## src/rtl/bsfr_pkg.sv

```systemverilog
`default_nettype none

package bsfr_pkg;

   // widths of the payload fields and of the configuration port
   localparam int BYTE_WIDTH       = 8;
   localparam int LEN_WIDTH        = 16;
   localparam int COUNT_WIDTH      = 16;
   localparam int CSR_INDEX_WIDTH  = 2;
   localparam int CSR_DATA_WIDTH   = 16;

   // reset values of the configuration registers
   localparam logic [LEN_WIDTH-1:0] MIN_FRAME_LEN_RESET = 16'd68;
   localparam logic [LEN_WIDTH-1:0] MAX_FRAME_LEN_RESET = 16'd1500;

   // special line bytes
   localparam logic [BYTE_WIDTH-1:0] BYTE_END     = 8'hFF;
   localparam logic [BYTE_WIDTH-1:0] BYTE_ESC     = 8'hFE;
   localparam logic [BYTE_WIDTH-1:0] BYTE_ESC_END = 8'hFD;
   localparam logic [BYTE_WIDTH-1:0] BYTE_ESC_ESC = 8'hFC;

   // configuration register indexes
   typedef enum logic [CSR_INDEX_WIDTH-1:0] {
      CSR_MIN_FRAME_LEN = 2'd0,
      CSR_MAX_FRAME_LEN = 2'd1
   } csr_index_type;

   // receiver mode
   typedef enum logic [1:0] {
      MODE_NORMAL  = 2'd0,
      MODE_ESCAPED = 2'd1,
      MODE_ERROR   = 2'd2
   } mode_type;

   // result event codes
   typedef enum logic [2:0] {
      KIND_DATA     = 3'd0,
      KIND_GOOD     = 3'd1,
      KIND_RUNT     = 3'd2,
      KIND_OVERFLOW = 3'd3,
      KIND_FRAMING  = 3'd4
   } kind_type;

   typedef struct packed {
      logic [BYTE_WIDTH-1:0] rx_byte;
   } req_payload_type;

   typedef struct packed {
      logic [2:0]            event_kind;
      logic [BYTE_WIDTH-1:0] data_byte;
      logic [LEN_WIDTH-1:0]  frame_length;
   } rsp_payload_type;

endpackage

`default_nettype wire

```

## src/rtl/bsfr_stream_if.sv

```systemverilog
`default_nettype none

// valid/ready channel carrying one payload per transfer
interface bsfr_stream_if #(
   parameter type PAYLOAD_TYPE = logic
) ();

   logic        valid;
   logic        ready;
   PAYLOAD_TYPE payload;

   modport source (output valid, output payload, input ready);
   modport sink   (input valid, input payload, output ready);

endinterface

`default_nettype wire

```

## src/rtl/byte_stuffed_frame_receiver_core.sv

```systemverilog
// the result of a transferred byte is registered before it is offered on rsp
// throughput: one byte per cycle with the skid entry empty; mode and count update on transfer
// an output register and a one-entry skid register hold results while rsp stalls
// req.ready drops only while the skid register is occupied
// synchronous reset clears mode, count and both valid flags, and loads 68 and 1500
`default_nettype none

module byte_stuffed_frame_receiver_core #(
   parameter int COUNT_WIDTH = bsfr_pkg::COUNT_WIDTH
) (
   input  wire                                     clock,
   input  wire                                     reset,
   bsfr_stream_if.sink                             req,
   bsfr_stream_if.source                           rsp,
   input  wire                                     csr_wr_en,
   input  wire  [bsfr_pkg::CSR_INDEX_WIDTH-1:0]    csr_index,
   input  wire  [bsfr_pkg::CSR_DATA_WIDTH-1:0]     csr_wdata
);

   localparam int LW = bsfr_pkg::LEN_WIDTH;
   localparam int BW = bsfr_pkg::BYTE_WIDTH;

   logic [LW-1:0]              min_len_ff;
   logic [LW-1:0]              max_len_ff;
   bsfr_pkg::mode_type         mode_ff, mode_in;
   logic [COUNT_WIDTH-1:0]     count_ff, count_in;
   bsfr_pkg::rsp_payload_type  out_ff, out_in;
   logic                       out_valid_ff, out_valid_in;
   bsfr_pkg::rsp_payload_type  skid_ff, skid_in;
   logic                       skid_valid_ff, skid_valid_in;

   logic                       accept;
   logic [BW-1:0]              rx_byte;
   logic [LW-1:0]              count_ext;
   logic                       overflow;
   logic                       take_data;
   logic [BW-1:0]              decoded;
   logic                       res_valid;
   bsfr_pkg::rsp_payload_type  res;
   logic                       pop;
   logic                       push;

   assign accept    = req.valid && req.ready;
   assign rx_byte   = req.payload.rx_byte;
   assign count_ext = LW'(count_ff);
   assign overflow  = (count_ext >= max_len_ff) || (count_ff == '1);

   // configuration registers
   always_ff @(posedge clock) begin
      if (reset) begin
         min_len_ff <= bsfr_pkg::MIN_FRAME_LEN_RESET;
         max_len_ff <= bsfr_pkg::MAX_FRAME_LEN_RESET;
      end else if (csr_wr_en) begin
         unique case (csr_index)
            bsfr_pkg::CSR_MIN_FRAME_LEN: min_len_ff <= csr_wdata;
            bsfr_pkg::CSR_MAX_FRAME_LEN: max_len_ff <= csr_wdata;
            default: ;
         endcase
      end
   end

   // byte decode: which bytes carry payload and their unstuffed value
   always_comb begin
      take_data = 1'b0;
      decoded   = rx_byte;
      unique case (mode_ff)
         bsfr_pkg::MODE_NORMAL: begin
            take_data = (rx_byte != bsfr_pkg::BYTE_ESC) && (rx_byte != bsfr_pkg::BYTE_END);
         end
         bsfr_pkg::MODE_ESCAPED: begin
            if (rx_byte == bsfr_pkg::BYTE_ESC_END) begin
               take_data = 1'b1;
               decoded   = bsfr_pkg::BYTE_END;
            end else if (rx_byte == bsfr_pkg::BYTE_ESC_ESC) begin
               take_data = 1'b1;
               decoded   = bsfr_pkg::BYTE_ESC;
            end
         end
         default: ;
      endcase
   end

   // next mode and payload count
   always_comb begin
      mode_in  = mode_ff;
      count_in = count_ff;
      if (accept) begin
         if (take_data) begin
            if (overflow) begin
               mode_in  = bsfr_pkg::MODE_ERROR;
               count_in = '0;
            end else begin
               mode_in  = bsfr_pkg::MODE_NORMAL;
               count_in = count_ff + 1'b1;
            end
         end else begin
            unique case (mode_ff)
               bsfr_pkg::MODE_NORMAL: begin
                  if (rx_byte == bsfr_pkg::BYTE_ESC) begin
                     mode_in = bsfr_pkg::MODE_ESCAPED;
                  end else begin
                     count_in = '0;
                  end
               end
               bsfr_pkg::MODE_ESCAPED: begin
                  mode_in = bsfr_pkg::MODE_ERROR;
               end
               default: begin
                  if (rx_byte == bsfr_pkg::BYTE_END) begin
                     mode_in  = bsfr_pkg::MODE_NORMAL;
                     count_in = '0;
                  end else begin
                     mode_in = bsfr_pkg::MODE_ERROR;
                  end
               end
            endcase
         end
      end
   end

   // result of the current byte
   always_comb begin
      res_valid = 1'b0;
      res       = '0;
      if (take_data) begin
         res_valid = 1'b1;
         if (overflow) begin
            res.event_kind = bsfr_pkg::KIND_OVERFLOW;
         end else begin
            res.event_kind = bsfr_pkg::KIND_DATA;
            res.data_byte  = decoded;
         end
      end else begin
         unique case (mode_ff)
            bsfr_pkg::MODE_NORMAL: begin
               if (rx_byte == bsfr_pkg::BYTE_END && count_ff != '0) begin
                  res_valid        = 1'b1;
                  res.frame_length = count_ext;
                  res.event_kind   = (count_ext < min_len_ff) ? bsfr_pkg::KIND_RUNT
                                                              : bsfr_pkg::KIND_GOOD;
               end
            end
            bsfr_pkg::MODE_ESCAPED: begin
               res_valid      = 1'b1;
               res.event_kind = bsfr_pkg::KIND_FRAMING;
            end
            default: begin
               if (rx_byte != bsfr_pkg::BYTE_END) begin
                  res_valid      = 1'b1;
                  res.event_kind = bsfr_pkg::KIND_FRAMING;
               end
            end
         endcase
      end
   end

   // output register with skid entry
   assign pop  = !out_valid_ff || rsp.ready;
   assign push = accept && res_valid;

   always_comb begin
      out_in        = out_ff;
      out_valid_in  = out_valid_ff;
      skid_in       = skid_ff;
      skid_valid_in = skid_valid_ff;
      if (pop) begin
         if (skid_valid_ff) begin
            out_in        = skid_ff;
            out_valid_in  = 1'b1;
            skid_in       = res;
            skid_valid_in = push;
         end else begin
            out_in        = res;
            out_valid_in  = push;
            skid_valid_in = 1'b0;
         end
      end else if (push) begin
         skid_in       = res;
         skid_valid_in = 1'b1;
      end
   end

   // state and flags
   always_ff @(posedge clock) begin
      if (reset) begin
         mode_ff       <= bsfr_pkg::MODE_NORMAL;
         count_ff      <= '0;
         out_valid_ff  <= 1'b0;
         skid_valid_ff <= 1'b0;
      end else begin
         mode_ff       <= mode_in;
         count_ff      <= count_in;
         out_valid_ff  <= out_valid_in;
         skid_valid_ff <= skid_valid_in;
      end
   end

   // payload registers
   always_ff @(posedge clock) begin
      out_ff  <= out_in;
      skid_ff <= skid_in;
   end

   assign req.ready   = !skid_valid_ff;
   assign rsp.valid   = out_valid_ff;
   assign rsp.payload = out_ff;

`ifndef ASSERT_OFF
   // the skid entry is only filled behind a held output
   assert property (@(posedge clock) disable iff (reset)
      skid_valid_ff |-> out_valid_ff)
      else $error("skid entry occupied with empty output register");

   // an escape byte in normal mode moves to escaped mode
   assert property (@(posedge clock) disable iff (reset)
      accept && mode_ff == bsfr_pkg::MODE_NORMAL && rx_byte == bsfr_pkg::BYTE_ESC
      |=> mode_ff == bsfr_pkg::MODE_ESCAPED)
      else $error("escape byte did not enter escaped mode");

   // an end byte in error mode recovers with a cleared count
   assert property (@(posedge clock) disable iff (reset)
      accept && mode_ff == bsfr_pkg::MODE_ERROR && rx_byte == bsfr_pkg::BYTE_END
      |=> mode_ff == bsfr_pkg::MODE_NORMAL && count_ff == '0)
      else $error("end byte did not leave error mode");

   // only data events carry a data byte
   assert property (@(posedge clock) disable iff (reset)
      out_valid_ff && out_ff.event_kind != bsfr_pkg::KIND_DATA |-> out_ff.data_byte == '0)
      else $error("non-data event with data byte set");
`endif

endmodule

`default_nettype wire

```

## src/flat_wrapper.sv

```systemverilog
// flat-port wrapper written by rule: the top's interface ports become plain ports
module byte_stuffed_frame_receiver_core_flat 
#(
   parameter int COUNT_WIDTH = bsfr_pkg::COUNT_WIDTH
)
  (clock, reset, csr_wr_en, csr_index, csr_wdata, req_valid, req_payload, req_ready, rsp_valid, rsp_payload, rsp_ready);
  bsfr_stream_if #(.PAYLOAD_TYPE(bsfr_pkg::req_payload_type)) req_i ();
  bsfr_stream_if #(.PAYLOAD_TYPE(bsfr_pkg::rsp_payload_type)) rsp_i ();
  input  wire clock;
  input  wire reset;
  input  wire csr_wr_en;
  input  wire  [bsfr_pkg::CSR_INDEX_WIDTH-1:0] csr_index;
  input  wire  [bsfr_pkg::CSR_DATA_WIDTH-1:0] csr_wdata;
  input wire logic [$bits(req_i.valid)-1:0] req_valid;
  input wire logic [$bits(req_i.payload)-1:0] req_payload;
  output wire logic [$bits(req_i.ready)-1:0] req_ready;
  output wire logic [$bits(rsp_i.valid)-1:0] rsp_valid;
  output wire logic [$bits(rsp_i.payload)-1:0] rsp_payload;
  input wire logic [$bits(rsp_i.ready)-1:0] rsp_ready;
  assign req_i.valid = req_valid;
  assign req_i.payload = req_payload;
  assign req_ready = req_i.ready;
  assign rsp_valid = rsp_i.valid;
  assign rsp_payload = rsp_i.payload;
  assign rsp_i.ready = rsp_ready;
  byte_stuffed_frame_receiver_core #(.COUNT_WIDTH(COUNT_WIDTH)) u_core (.clock(clock), .reset(reset), .req(req_i), .rsp(rsp_i), .csr_wr_en(csr_wr_en), .csr_index(csr_index), .csr_wdata(csr_wdata));
endmodule
```

## config.mk

```make
export PLATFORM = sky130hd
export DESIGN_NAME = byte_stuffed_frame_receiver_core_flat
export DESIGN_NICKNAME = d
export VERILOG_FILES = /design/src/rtl/bsfr_pkg.sv /design/src/rtl/bsfr_stream_if.sv /design/src/rtl/byte_stuffed_frame_receiver_core.sv /design/src/flat_wrapper.sv
export SDC_FILE = /design/constraint.sdc
export NUM_CORES = 1
export LEC_CHECK = 0
export BUFFER_PORTS_ARGS = -buffer_cell sky130_fd_sc_hd__clkbuf_2
export CAP_MARGIN = 30
export CORE_MARGIN = 3
export CORE_UTILIZATION = 40
export DETAILED_ROUTE_END_ITERATION = 6
export HOLD_SLACK_MARGIN = 0.06
export MAX_ROUTING_LAYER = met4
export SETUP_SLACK_MARGIN = 0.02
export SYNTH_ARGS = -nofsm -noshare
export SYNTH_HDL_FRONTEND = slang
export SYNTH_SLANG_ARGS = --single-unit
```

## constraint.sdc

```tcl
create_clock -name clock -period 3.1 [get_ports clock]
set_input_delay 0.775 -clock clock [delete_from_list [all_inputs] [get_ports clock]]
set_output_delay 0.775 -clock clock [all_outputs]
set_load 0.02 [all_outputs]
```

Word-level counts from Yosys, hierarchy flattened

Index checks and enable logic that the tools add are counted.

Word-level logic and storage cells: 85
Input bits: 31
Register bits: 106
Output and inout port bits: 29

Reduce and logical (&&, ||, !) cells: 18
Add/subtract/negate cells: 1
Eq/ne operators: 13
Magnitude comparators: 2
Mux-type cells: 39

Operator list:

| kind                    | number |
|---|---|
| $mux W16                | 7 |
| $mux W27                | 4 |
| $mux W8                 | 5 |
| $eq A8 B8 Y1 const B    | 4 |
| $pmux W16 S2            | 1 |
| $add A16 B1 Y16 const B | 1 |
| $eq A16 B16 Y1 const B  | 1 |
| $ge A16 B16 Y1          | 1 |
| $lt A16 B16 Y1          | 1 |
| $ne A8 B8 Y1 const B    | 2 |
| $reduce_bool A16 Y1     | 1 |
| $mux W2                 | 6 |
| $mux W1                 | 9 |
| $mux W3                 | 3 |
| $reduce_and A2 Y1       | 4 |
| $pmux W3 S2             | 1 |
| $eq A2 B1 Y1 const B    | 2 |
| $logic_and A1 B1 Y1     | 4 |
| $logic_not A2 Y1        | 2 |
| $ne A2 B1 Y1 const B    | 2 |
| $pmux W1 S2             | 2 |
| $pmux W2 S2             | 1 |
| $reduce_and A4 Y1       | 1 |
| $ne A3 B1 Y1 const B    | 1 |
| other kinds (5)         | 7 |

Longest topological paths before layout

Gate-level depths: netlist of the first run.

Word-level depth: 8
Depth in mapped cells: 11
Gate-level depth less buffers: 8

Worst setup path after synthesis of the first run

Ideal clock, no wire load.

Path kind: input -> register
Start point: input rsp_ready
End point: register u_core.skid_ff[0] (netlist name), enable pin
Library setup time: 0.384 ns
Buffers on the path: 0
Slack: 0.427 ns
Cell stages on the path: 3
Data required time: 2.716 ns
Data arrival time: 2.289 ns
Cells stage by stage: nand2b_1 > nand2_1 > nand2_1

Longest elaborated chain between the ends: 3
Elaborated cells between the ends (all ways): 4
Classes of those cells: 1 x eq/ne; 3 x reduce/logical

Ends and longest elaborated chain:

| what                                                                       | RTL line                                | text |
|---|---|---|
| from (decl)                                                                | flat_wrapper.sv:19                      | `input wire logic [$bits(rsp_i.ready)-1:0] rsp_ready;` |
| $logic_or A1 B1 Y1 *                                                       | byte_stuffed_frame_receiver_core.sv:158 | `assign pop = !out_valid_ff \|\| rsp.ready;` |
| $ne A2 B1 Y1 (no source line) / $reduce_bool A2 Y1 (equally long branches) | --                                      |  |
| $reduce_and A2 Y1 (no source line) *                                       | --                                      |  |
| to (signal assigned)                                                       | byte_stuffed_frame_receiver_core.sv:201 | `skid_ff <= skid_in;` |
| to (decl)                                                                  | byte_stuffed_frame_receiver_core.sv:29  | `bsfr_pkg::rsp_payload_type skid_ff, skid_in;` |

Every way passes the cells marked *; elsewhere a longest branch is shown, timed or not.
A chain may end at the register's enable or synchronous reset.

==> impl_metrics.env, run 1 <==
export IMPL_fillers=1269
export IMPL_r2r_end="u_core.rsp.payload[18]"
export IMPL_synth_edf_count=54
export IMPL_power_density_nw_per_um2=463
export IMPL_routed_wl_mm=11.9
export IMPL_cts_buffers=9
export IMPL_slew_headroom_pct=47.0
export IMPL_clockBufferDepth=2
export IMPL_clock_fmax_mhz=352
export IMPL_worstPathMaxFanout=9
export IMPL_totalPowerFinal_mw=2.90
export IMPL_maxCapViolations=0
export IMPL_grt_pass1_vias=4055
export IMPL_multi_input_comb_area_um2=2500
export IMPL_drive_above_1_share_pct=22.4
export IMPL_fin_setup_tns_ns=0
export IMPL_slowest_delay_ns=0.54
export IMPL_ctsHoldBuffers=0
export IMPL_synth_ff_type="edfxtp_1"
export IMPL_gp_congestion=0.922
export IMPL_crit_family="simple AND/OR/NAND/NOR gates"
export IMPL_fin_crit_sh_pct=91.6
export IMPL_syn_num_nets=612
export IMPL_ys_warn_count=0
export IMPL_worstPathArrival_ns=2.94
export IMPL_synthTopCellsByArea="edfxtp_1, dfxtp_1, ha_1, nand2_1, a21oi_1"
export IMPL_dp_slack_ns=0.281
export IMPL_worst_pin_slew_ns=0.795
export IMPL_core_um2=13300
export IMPL_grt_overflow=0
export IMPL_syn_inst=548
export IMPL_wire_per_inst_um=15.1
export IMPL_slowest_stage="or4_1"
export IMPL_drc_errors=0
export IMPL_portBuffers=59
export IMPL_grt_pass1_wl_mm=19.8
export IMPL_rsz0062_at_grt="no"
export IMPL_r2r_slack_ns=0.26
export IMPL_regArea_um2=2660
export IMPL_crit_path_start="u_core.count_ext[14]"
export IMPL_power_static_leakage_nw=2.53
export IMPL_tritoncts="yes"
export IMPL_outcome="finished, final reports clean"
export IMPL_end_kind="register"
export IMPL_cp_depth=7
export IMPL_insertedDiodeCount=0
export IMPL_path_clk_slew_ns=0.07
export IMPL_postLayoutCoreUtil_pct=47.1
export IMPL_hold_path_class="reg -> reg"
export IMPL_yosysTopAreaCell="edfxtp_1"
export IMPL_grtUsageTotal_pct=17.0
export IMPL_async_flop_share_pct=0
export IMPL_ctsResizeCount=0
export IMPL_ff2ff_path_depth=7
export IMPL_avgSynthCellArea_um2=9.96
export IMPL_design_die_area_um2=15100
export IMPL_nNetsFinal=674
export IMPL_yosysSeqAreaShare_pct=48.8
export IMPL_dieWidth_um=123
export IMPL_worst_slack_ns=0.259
export IMPL_ant_nets=0
export IMPL_finalSetupViolCount=0
export IMPL_drtIter0Drc=296
export IMPL_path_cells="ha_1, nand4_2, or4_1, a221o_1, and4b_1, and3_4, mux2_4"
export IMPL_vias=4132
export IMPL_crit_required_ns=3.20
export IMPL_critPathKind="reg -> reg"
export IMPL_post_cts_setup_buffer_count=0
export IMPL_htreeDepth=3
export IMPL_critPathBufInv=0
export IMPL_synth_seq_cells=106
export IMPL_ir_drop_v=0.000250
export IMPL_synth_top_area_share_pct=29.7
export IMPL_grt_max_degree=40
export IMPL_clk_latency_ns=0.35
export IMPL_cp_endpoint="u_core.rsp.payload[18]"
export IMPL_syn_to_final_growth_pct=14.6
export IMPL_netlist_cell_type_count=64
export IMPL_finClkSkew_ns=0.00858
export IMPL_io_pins=60
export IMPL_slew_viol_final=0
export IMPL_start_util_pct=41.1
export IMPL_startpoint_type="register"
export IMPL_die_y_um=123
export IMPL_grt_antenna_before_repair=0
export IMPL_mappedNetlistArea_um2=5460
export IMPL_first_pass_iters=4
export IMPL_cts_root_buffer="clkbuf_16"
export IMPL_r2r_start="u_core.count_ext[14]"
export IMPL_num_rows=42
export IMPL_clock_sinks=106
export IMPL_period_needed_ns=2.84
export IMPL_dpl_hpwl_mm=8.69
export IMPL_viasPerCell=5.22
export IMPL_final_hold_violation_count=0
[routing by layer]
layer | part of all wire (%) | GRT usage, %
met1 | 50 | 22.9
met2 | 44 | 26.0
met4 | 1.6 | 5.46
met5 | 0 | -
met3 | 4.1 | 3.13
[state kept, by name, summed over array words and instances, names as in the netlist]
| signal | cells |
|---|---|
| u_core.skid_ff | 27 |
| u_core.count_ext | 16 |
| u_core.min_len_ff | 16 |
| u_core.rsp.valid | 1 |
| u_core.skid_valid_ff | 1 |
| u_core.max_len_ff | 16 |
| u_core.mode_ff | 2 |
| u_core.rsp.payload | 27 |
[report_power, final]
part / switching (mW) / internal [mW] / leakage [nW] / total (mW)
Sequential: 0.0243 / 1.53 / 0.960 / 1.56
Clock: 0.513 / 0.549 / 0.131 / 1.06
Combinational: 0.173 / 0.105 / 1.44 / 0.278
[kinds of logic (layout without fill, tap and decap cells)]
| group | after synthesis | count (layout) | share of synthesized area, % |
|---|---|---|---|
| AOI/OAI and AO/OA | 97 | 97 | 11.8 |
| adders and majority gates | 33 | 33 | 7.57 |
| buffers and inverters | 68 | 135 | 5.62 |
| DFF | 106 | 106 | 48.8 |
| muxes | 22 | 22 | 4.95 |
| and+or+nand+nor | 222 | 222 | 21.3 |
[worst min-delay path: stages, from the launching register on]
cell	delay, ns
dfxtp_1	0.31
nand2_1	0.05
a21oi_1	0.05
[metrics by stage]
stage | hold WS [ns] | cell area, um^2 | std cells
2_1_floorplan | 0.436 | 5460 | 548
6_report | 0.456 | 6260 | 791
3_5_place_dp | 0.447 | 5980 | 775
4_1_cts | 0.456 | 6260 | 791
5_1_grt | 0.482 | 6260 | 791
3_3_place_gp | 0.446 | 5980 | 775
[synth_stat cells (all sizes together) (10+ instances only)]
cell,n
and2,19
a21oi,41
nand2,90
nor2,28
nand4,11
nor3,10
nand3,19
edfxtp,54
clkbuf,17
mux2,22
dfxtp,52
a31oi,10
ha,33
inv,41
[layout make-up]
class                           count  share of cell area, %
Tap cell                          176                   3.52
Clock buffer                       10                   3.66
Inverter                           41                   2.46
Sequential cell                   106                   42.6
Multi-Input combinational cell    374                   39.9
Timing Repair Buffer               78                   7.20
Clock inverter                      6                  0.680
[cells in the final DEF, fill, tap and decap left out, types with 10 or more instances in the layout]
master | netlist | routed
inv_1 | 40 | 40
dfxtp_1 | 52 | 52
ha_1 | 33 | 33
a31oi_1 | 10 | 10
nand3_1 | 18 | 18
buf_4 | 0 | 18
mux2_2 | 16 | 16
nor2_1 | 28 | 28
clkbuf_2 | 0 | 59
nand2_1 | 89 | 89
edfxtp_1 | 54 | 54
nor3_1 | 10 | 10
and2_1 | 18 | 18
a21oi_1 | 41 | 41
[how the worst min path moves through the flow]
stage                            end             startpoint  cells after the start  slack (ns)
6_report       u_core.min_len_ff[11]  u_core.min_len_ff[11]                      2        0.46
5_1_grt        u_core.max_len_ff[15]  u_core.max_len_ff[15]                      2        0.48
4_1_cts        u_core.min_len_ff[11]  u_core.min_len_ff[11]                      2        0.46
3_5_place_dp   u_core.min_len_ff[11]  u_core.min_len_ff[11]                      2        0.45
3_3_place_gp    u_core.min_len_ff[0]   u_core.min_len_ff[0]                      2        0.45
2_1_floorplan  u_core.max_len_ff[11]  u_core.max_len_ff[11]                      2        0.44
Note: power is estimated with default switching activity, not from simulation.
==> run 2, diff against run 1 <==
CORE_UTILIZATION = 58   (was 40)
CTS_BUF_LIST = sky130_fd_sc_hd__clkbuf_8   (was default)
PLACE_DENSITY = 0.79   (was default)
==> impl_metrics.env, run 2 (synthesis gave the netlist of run 1 again) <==
export IMPL_start_util_pct=61.1
export IMPL_maxCapViolations=0
export IMPL_hold_path_class="reg -> reg"
export IMPL_post_cts_setup_buffer_count=0
export IMPL_syn_to_final_growth_pct=11.5
export IMPL_p_seq_share_pct=57.8
export IMPL_grtUsageTotal_pct=23.3
export IMPL_die_y_um=103
export IMPL_worstPathMaxFanout=10
export IMPL_grt_pass1_wl_mm=18.9
export IMPL_worstPathArrival_ns=2.94
export IMPL_startpoint_type="register"
export IMPL_insertedDiodeCount=0
export IMPL_drtIter0Drc=345
export IMPL_power_static_leakage_nw=2.49
export IMPL_crit_required_ns=3.23
export IMPL_ctsHoldBuffers=0
export IMPL_worst_slack_ns=0.289
export IMPL_dieWidth_um=103
export IMPL_drc_errors=0
export IMPL_final_common_cell="nand2_1"
export IMPL_outcome="finished, final reports clean"
export IMPL_fin_crit_sh_pct=90.7
export IMPL_final_cells=723
export IMPL_nNetsFinal=674
export IMPL_final_hold_violation_count=0
export IMPL_clock_sinks=106
export IMPL_grt_max_degree=34
export IMPL_swShare_pct=27.2
export IMPL_clock_fmax_mhz=356
export IMPL_first_pass_iters=4
export IMPL_viasPerCell=5.73
export IMPL_clockBufferDepth=2
export IMPL_finClkSkew_ns=0.0173
export IMPL_power_density_nw_per_um2=442
export IMPL_fin_area_um2=6090
export IMPL_wire_per_inst_um=16.1
export IMPL_rsz0062_at_grt="no"
export IMPL_dpl_hpwl_mm=8.32
export IMPL_p_int_mw=1.96
export IMPL_design_die_area_um2=10600
export IMPL_finalSetupViolCount=0
export IMPL_core_um2=8930
export IMPL_fillers=704
export IMPL_num_rows=34
export IMPL_grt_antenna_before_repair=0
export IMPL_place_area_um2=5890
export IMPL_tritoncts="yes"
export IMPL_fin_setup_tns_ns=0
export IMPL_portBuffers=59
export IMPL_vias=4144
export IMPL_end_kind="register"
export IMPL_cts_root_buffer="clkbuf_8"
export IMPL_gp_congestion=0.881
export IMPL_cts_buffers=9
export IMPL_place_inst=707
export IMPL_critPathKind="reg -> reg"
export IMPL_ir_drop_v=0.000253
export IMPL_slew_viol_final=0
export IMPL_layout_common_cells="nand2_1, clkbuf_2, edfxtp_1"
export IMPL_drive_above_1_share_pct=22.6
export IMPL_period_needed_ns=2.81
export IMPL_worst_pin_slew_ns=0.775
export IMPL_switchingPower_uw=733
export IMPL_clkPwrFrac_pct=31.9
export IMPL_htreeDepth=3
export IMPL_routed_wl_mm=11.6
export IMPL_dp_slack_ns=0.304
export IMPL_combinationalPowerShare_pct=10.3
export IMPL_path_clk_slew_ns=0.11
export IMPL_clk_latency_ns=0.38
export IMPL_grt_overflow=0
export IMPL_fin_hold_ws_ns=0.462
export IMPL_io_pins=60
export IMPL_ant_nets=0
export IMPL_slew_headroom_pct=48.3
export IMPL_ctsResizeCount=0
export IMPL_grt_pass1_vias=3970
-- run 2: changes by cell type in the layout (fill, tap and decap cells not counted), sizes merged --
cell / change
clkbuf: -1
clkinvlp: -1
clkinv: -1
inv: +3
-- run 2: final cells by class --
| cell class | count | area (um^2) | area share, % |
|---|---|---|---|
| clock buffers | 9 | 124 | 2.04 |
| clock inverters | 7 | 75.1 | 1.23 |
| inverters | 41 | 154 | 2.53 |
| multi-input cells | 374 | 2500 | 41.0 |
| flip-flops and latches | 106 | 2660 | 43.7 |
| well taps | 108 | 135 | 2.22 |
| repair buffers | 78 | 438 | 7.20 |
-- run 2: power groups by stage --
stage	clock, mW	combinational (mW)	sequential, mW
6_report	0.858	0.277	1.56
5_1_grt	0.931	0.307	1.57
4_1_cts	0.870	0.279	1.56
3_5_place_dp	0	0.277	1.59
3_3_place_gp	0	0.268	1.59
2_1_floorplan	0	0.156	1.62
-- run 2: critical path, cell delays in order (launching register included) --
cell,delay (ns)
dfxtp_1,0.43
ha_1,0.36
nand4_2,0.15
or4_1,0.54
a221o_1,0.27
and4b_1,0.33
and3_4,0.25
mux2_4,0.25
-- run 2: through the flow --
step | power (mW) | util, %
floorplan | 1.77 | -
global placement | 1.86 | 65.9
detailed placement | 1.87 | 65.9
CTS | 2.71 | 68.1
global route | 2.80 | 68.1
finish | 2.69 | 68.1
-- run 2: layer usage --
layer / wire length (um) / up-vias / track usage, %
met5: 0 / - / -
met4: 171 / 0 / 8.07
met3: 559 / 15 / 3.25
met2: 5700 / 104 / 38.2
met1: 5190 / 1960 / 29.6
li1: - / 2065 / -
-- run 2: final timing paths --
check / from / slack, ns / endpoint / depth (start not counted)
setup reg to reg: u_core.count_ext[14] / 0.29 / u_core.rsp.payload[21] / 7
hold / removal: u_core.max_len_ff[11] / 0.46 / u_core.max_len_ff[11] / 2
hold reg to reg: u_core.max_len_ff[11] / 0.46 / u_core.max_len_ff[11] / 2
setup / recovery: u_core.count_ext[14] / 0.29 / u_core.rsp.payload[21] / 7
==> run 3, diff against run 2 <==
CORE_UTILIZATION = 55   (was 58)
clock period = 2.4 ns   (was 3.1 ns; I/O delays follow)
==> impl_metrics.env, run 3 (synthesis gave the netlist of run 1 again) <==
export IMPL_critPathBufInv=1
export IMPL_grt_overflow=0
export IMPL_fin_hold_ws_ns=0.445
export IMPL_clock_fmax_mhz=386
export IMPL_first_pass_iters=6
export IMPL_clockBufferDepth=2
export IMPL_drc_errors=0
export IMPL_power_static_leakage_nw=2.76
export IMPL_layout_common_cells="nand2_1, clkbuf_2, edfxtp_1"
export IMPL_htreeDepth=3
export IMPL_place_inst=758
export IMPL_crit_required_ns=2.54
export IMPL_slowest_delay_ns=0.53
export IMPL_nNetsFinal=717
export IMPL_totalPowerFinal_mw=3.60
export IMPL_slowest_stage="or4_1"
export IMPL_grt_max_degree=38
export IMPL_outcome="finished with violations"
export IMPL_dpl_hpwl_mm=9.04
export IMPL_final_cells=788
export IMPL_slew_viol_final=0
export IMPL_drtIter0Drc=437
export IMPL_finalSetupViolCount=31
export IMPL_worst_pin_slew_ns=0.594
export IMPL_num_rows=35
export IMPL_vias=4555
export IMPL_startpoint_type="register"
export IMPL_violations="negative setup slack"
export IMPL_rsz0062_at_grt="yes"
export IMPL_cts_buffers=9
export IMPL_grt_pass1_wl_mm=20.8
export IMPL_worstPathMaxFanout=4
export IMPL_dp_slack_ns=-0.229
export IMPL_dieWidth_um=106
export IMPL_start_util_pct=57.7
export IMPL_design_die_area_um2=11200
export IMPL_final_common_cell="nand2_1"
export IMPL_period_needed_ns=2.59
export IMPL_grtUsageTotal_pct=23.5
export IMPL_clock_sinks=106
export IMPL_worstPathArrival_ns=2.73
export IMPL_slew_headroom_pct=60.2
export IMPL_gp_congestion=0.864
export IMPL_grt_pass1_vias=4302
export IMPL_worst_slack_ns=-0.190
export IMPL_routed_wl_mm=13.6
export IMPL_cts_root_buffer="clkbuf_8"
export IMPL_syn_to_final_growth_pct=24.5
export IMPL_final_hold_violation_count=0
export IMPL_power_density_nw_per_um2=529
export IMPL_viasPerCell=5.78
export IMPL_portBuffers=59
export IMPL_critPathKind="reg -> reg"
export IMPL_fin_crit_sh_pct=108
export IMPL_drive_above_1_share_pct=34.8
export IMPL_crit_family="simple AND/OR/NAND/NOR gates"
export IMPL_io_pins=60
export IMPL_path_cells="inv_2, ha_4, nand4_1, or4_1, a221o_1, and4b_2, and3_4, mux2_4"
export IMPL_clk_latency_ns=0.37
export IMPL_end_kind="register"
export IMPL_wire_per_inst_um=17.2
export IMPL_grt_antenna_before_repair=1
export IMPL_hold_path_class="in -> reg"
export IMPL_finClkSkew_ns=0.0156
export IMPL_ant_nets=0
export IMPL_ir_drop_v=0.000282
export IMPL_maxCapViolations=0
export IMPL_core_um2=9460
export IMPL_path_clk_slew_ns=0.11
export IMPL_die_y_um=106
export IMPL_tritoncts="yes"
## run 3: cell count changes in the layout (fill, tap and decap cells not counted), moves of 3 or more
cell / before / now
dfxtp_1: 52 / 39
buf_4: 19 / 50
inv_1: 40 / 36
nand3_4: 0 / 3
nand3_2: 1 / 5
a21oi_1: 41 / 37
ha_4: 0 / 5
dfxtp_2: 0 / 13
ha_1: 33 / 28
buf_6: 0 / 7
nand3_1: 18 / 11
inv_2: 1 / 5
a21oi_2: 0 / 4
nand2_1: 89 / 86
## run 3: per-stage QoR
stage               util, %  instance area, um^2  setup TNS, ns
floorplan                 -                 5480         -0.240
global placement       65.3                 6180          -1.52
detailed placement     65.3                 6180          -2.53
CTS                    68.6                 6490         -0.229
global route           71.8                 6790          -4.31
finish                 71.8                 6790          -3.41
## run 3: path summary, 6_finish.rpt
path / startpoint / endpoint / slack, ns / cells past startpoint
worst min-delay path: csr_wdata[3] / u_core.max_len_ff[3] / 0.45 / 2
worst max-delay path: u_core.max_len_ff[9] / u_core.rsp.payload[22] / -0.19 / 8
worst max register to register: u_core.max_len_ff[9] / u_core.rsp.payload[22] / -0.19 / 8
worst min register to register: u_core.max_len_ff[5] / u_core.max_len_ff[5] / 0.47 / 2
## run 3: routing by layer
metal	GRT usage [%]	vias up	wire length, um
met5	-	-	0
met3	2.94	45	819
met1	30.0	2145	5690
li1	-	2162	-
met2	39.7	203	6710
met4	6.94	0	367
## run 3: worst reg2reg max path, cell delays in order (launching register included)
cell	delay, ns
dfxtp_2	0.34
inv_2	0.04
ha_4	0.26
nand4_1	0.11
or4_1	0.53
a221o_1	0.35
and4b_2	0.29
and3_4	0.19
mux2_4	0.25
## run 3: layout make-up
cell class	count	area, um^2
diodes	1	2.50
inverters	41	154
fillers	657	2670
well taps	129	161
repair buffers	120	842
clock inverters	7	88.8
multi-input cells	375	2740
clock buffers	9	124
flip-flops and latches	106	2680
## run 3: power breakdown
part | leakage (nW) | total [mW] | internal [mW] | switching [mW]
Combinational | 1.70 | 0.434 | 0.179 | 0.255
Clock | 0.0968 | 1.15 | 0.502 | 0.652
Sequential | 0.965 | 2.01 | 1.98 | 0.0286
Total | 2.76 | 3.60 | 2.66 | 0.935
## run 3: repair_timing
action	in CTS	in global routing
pin swaps	8	17
gates resized for setup	14	44
setup endpoints to repair	31	66
buffers inserted	2	8
gates cloned	1	2
hold buffers	0	0
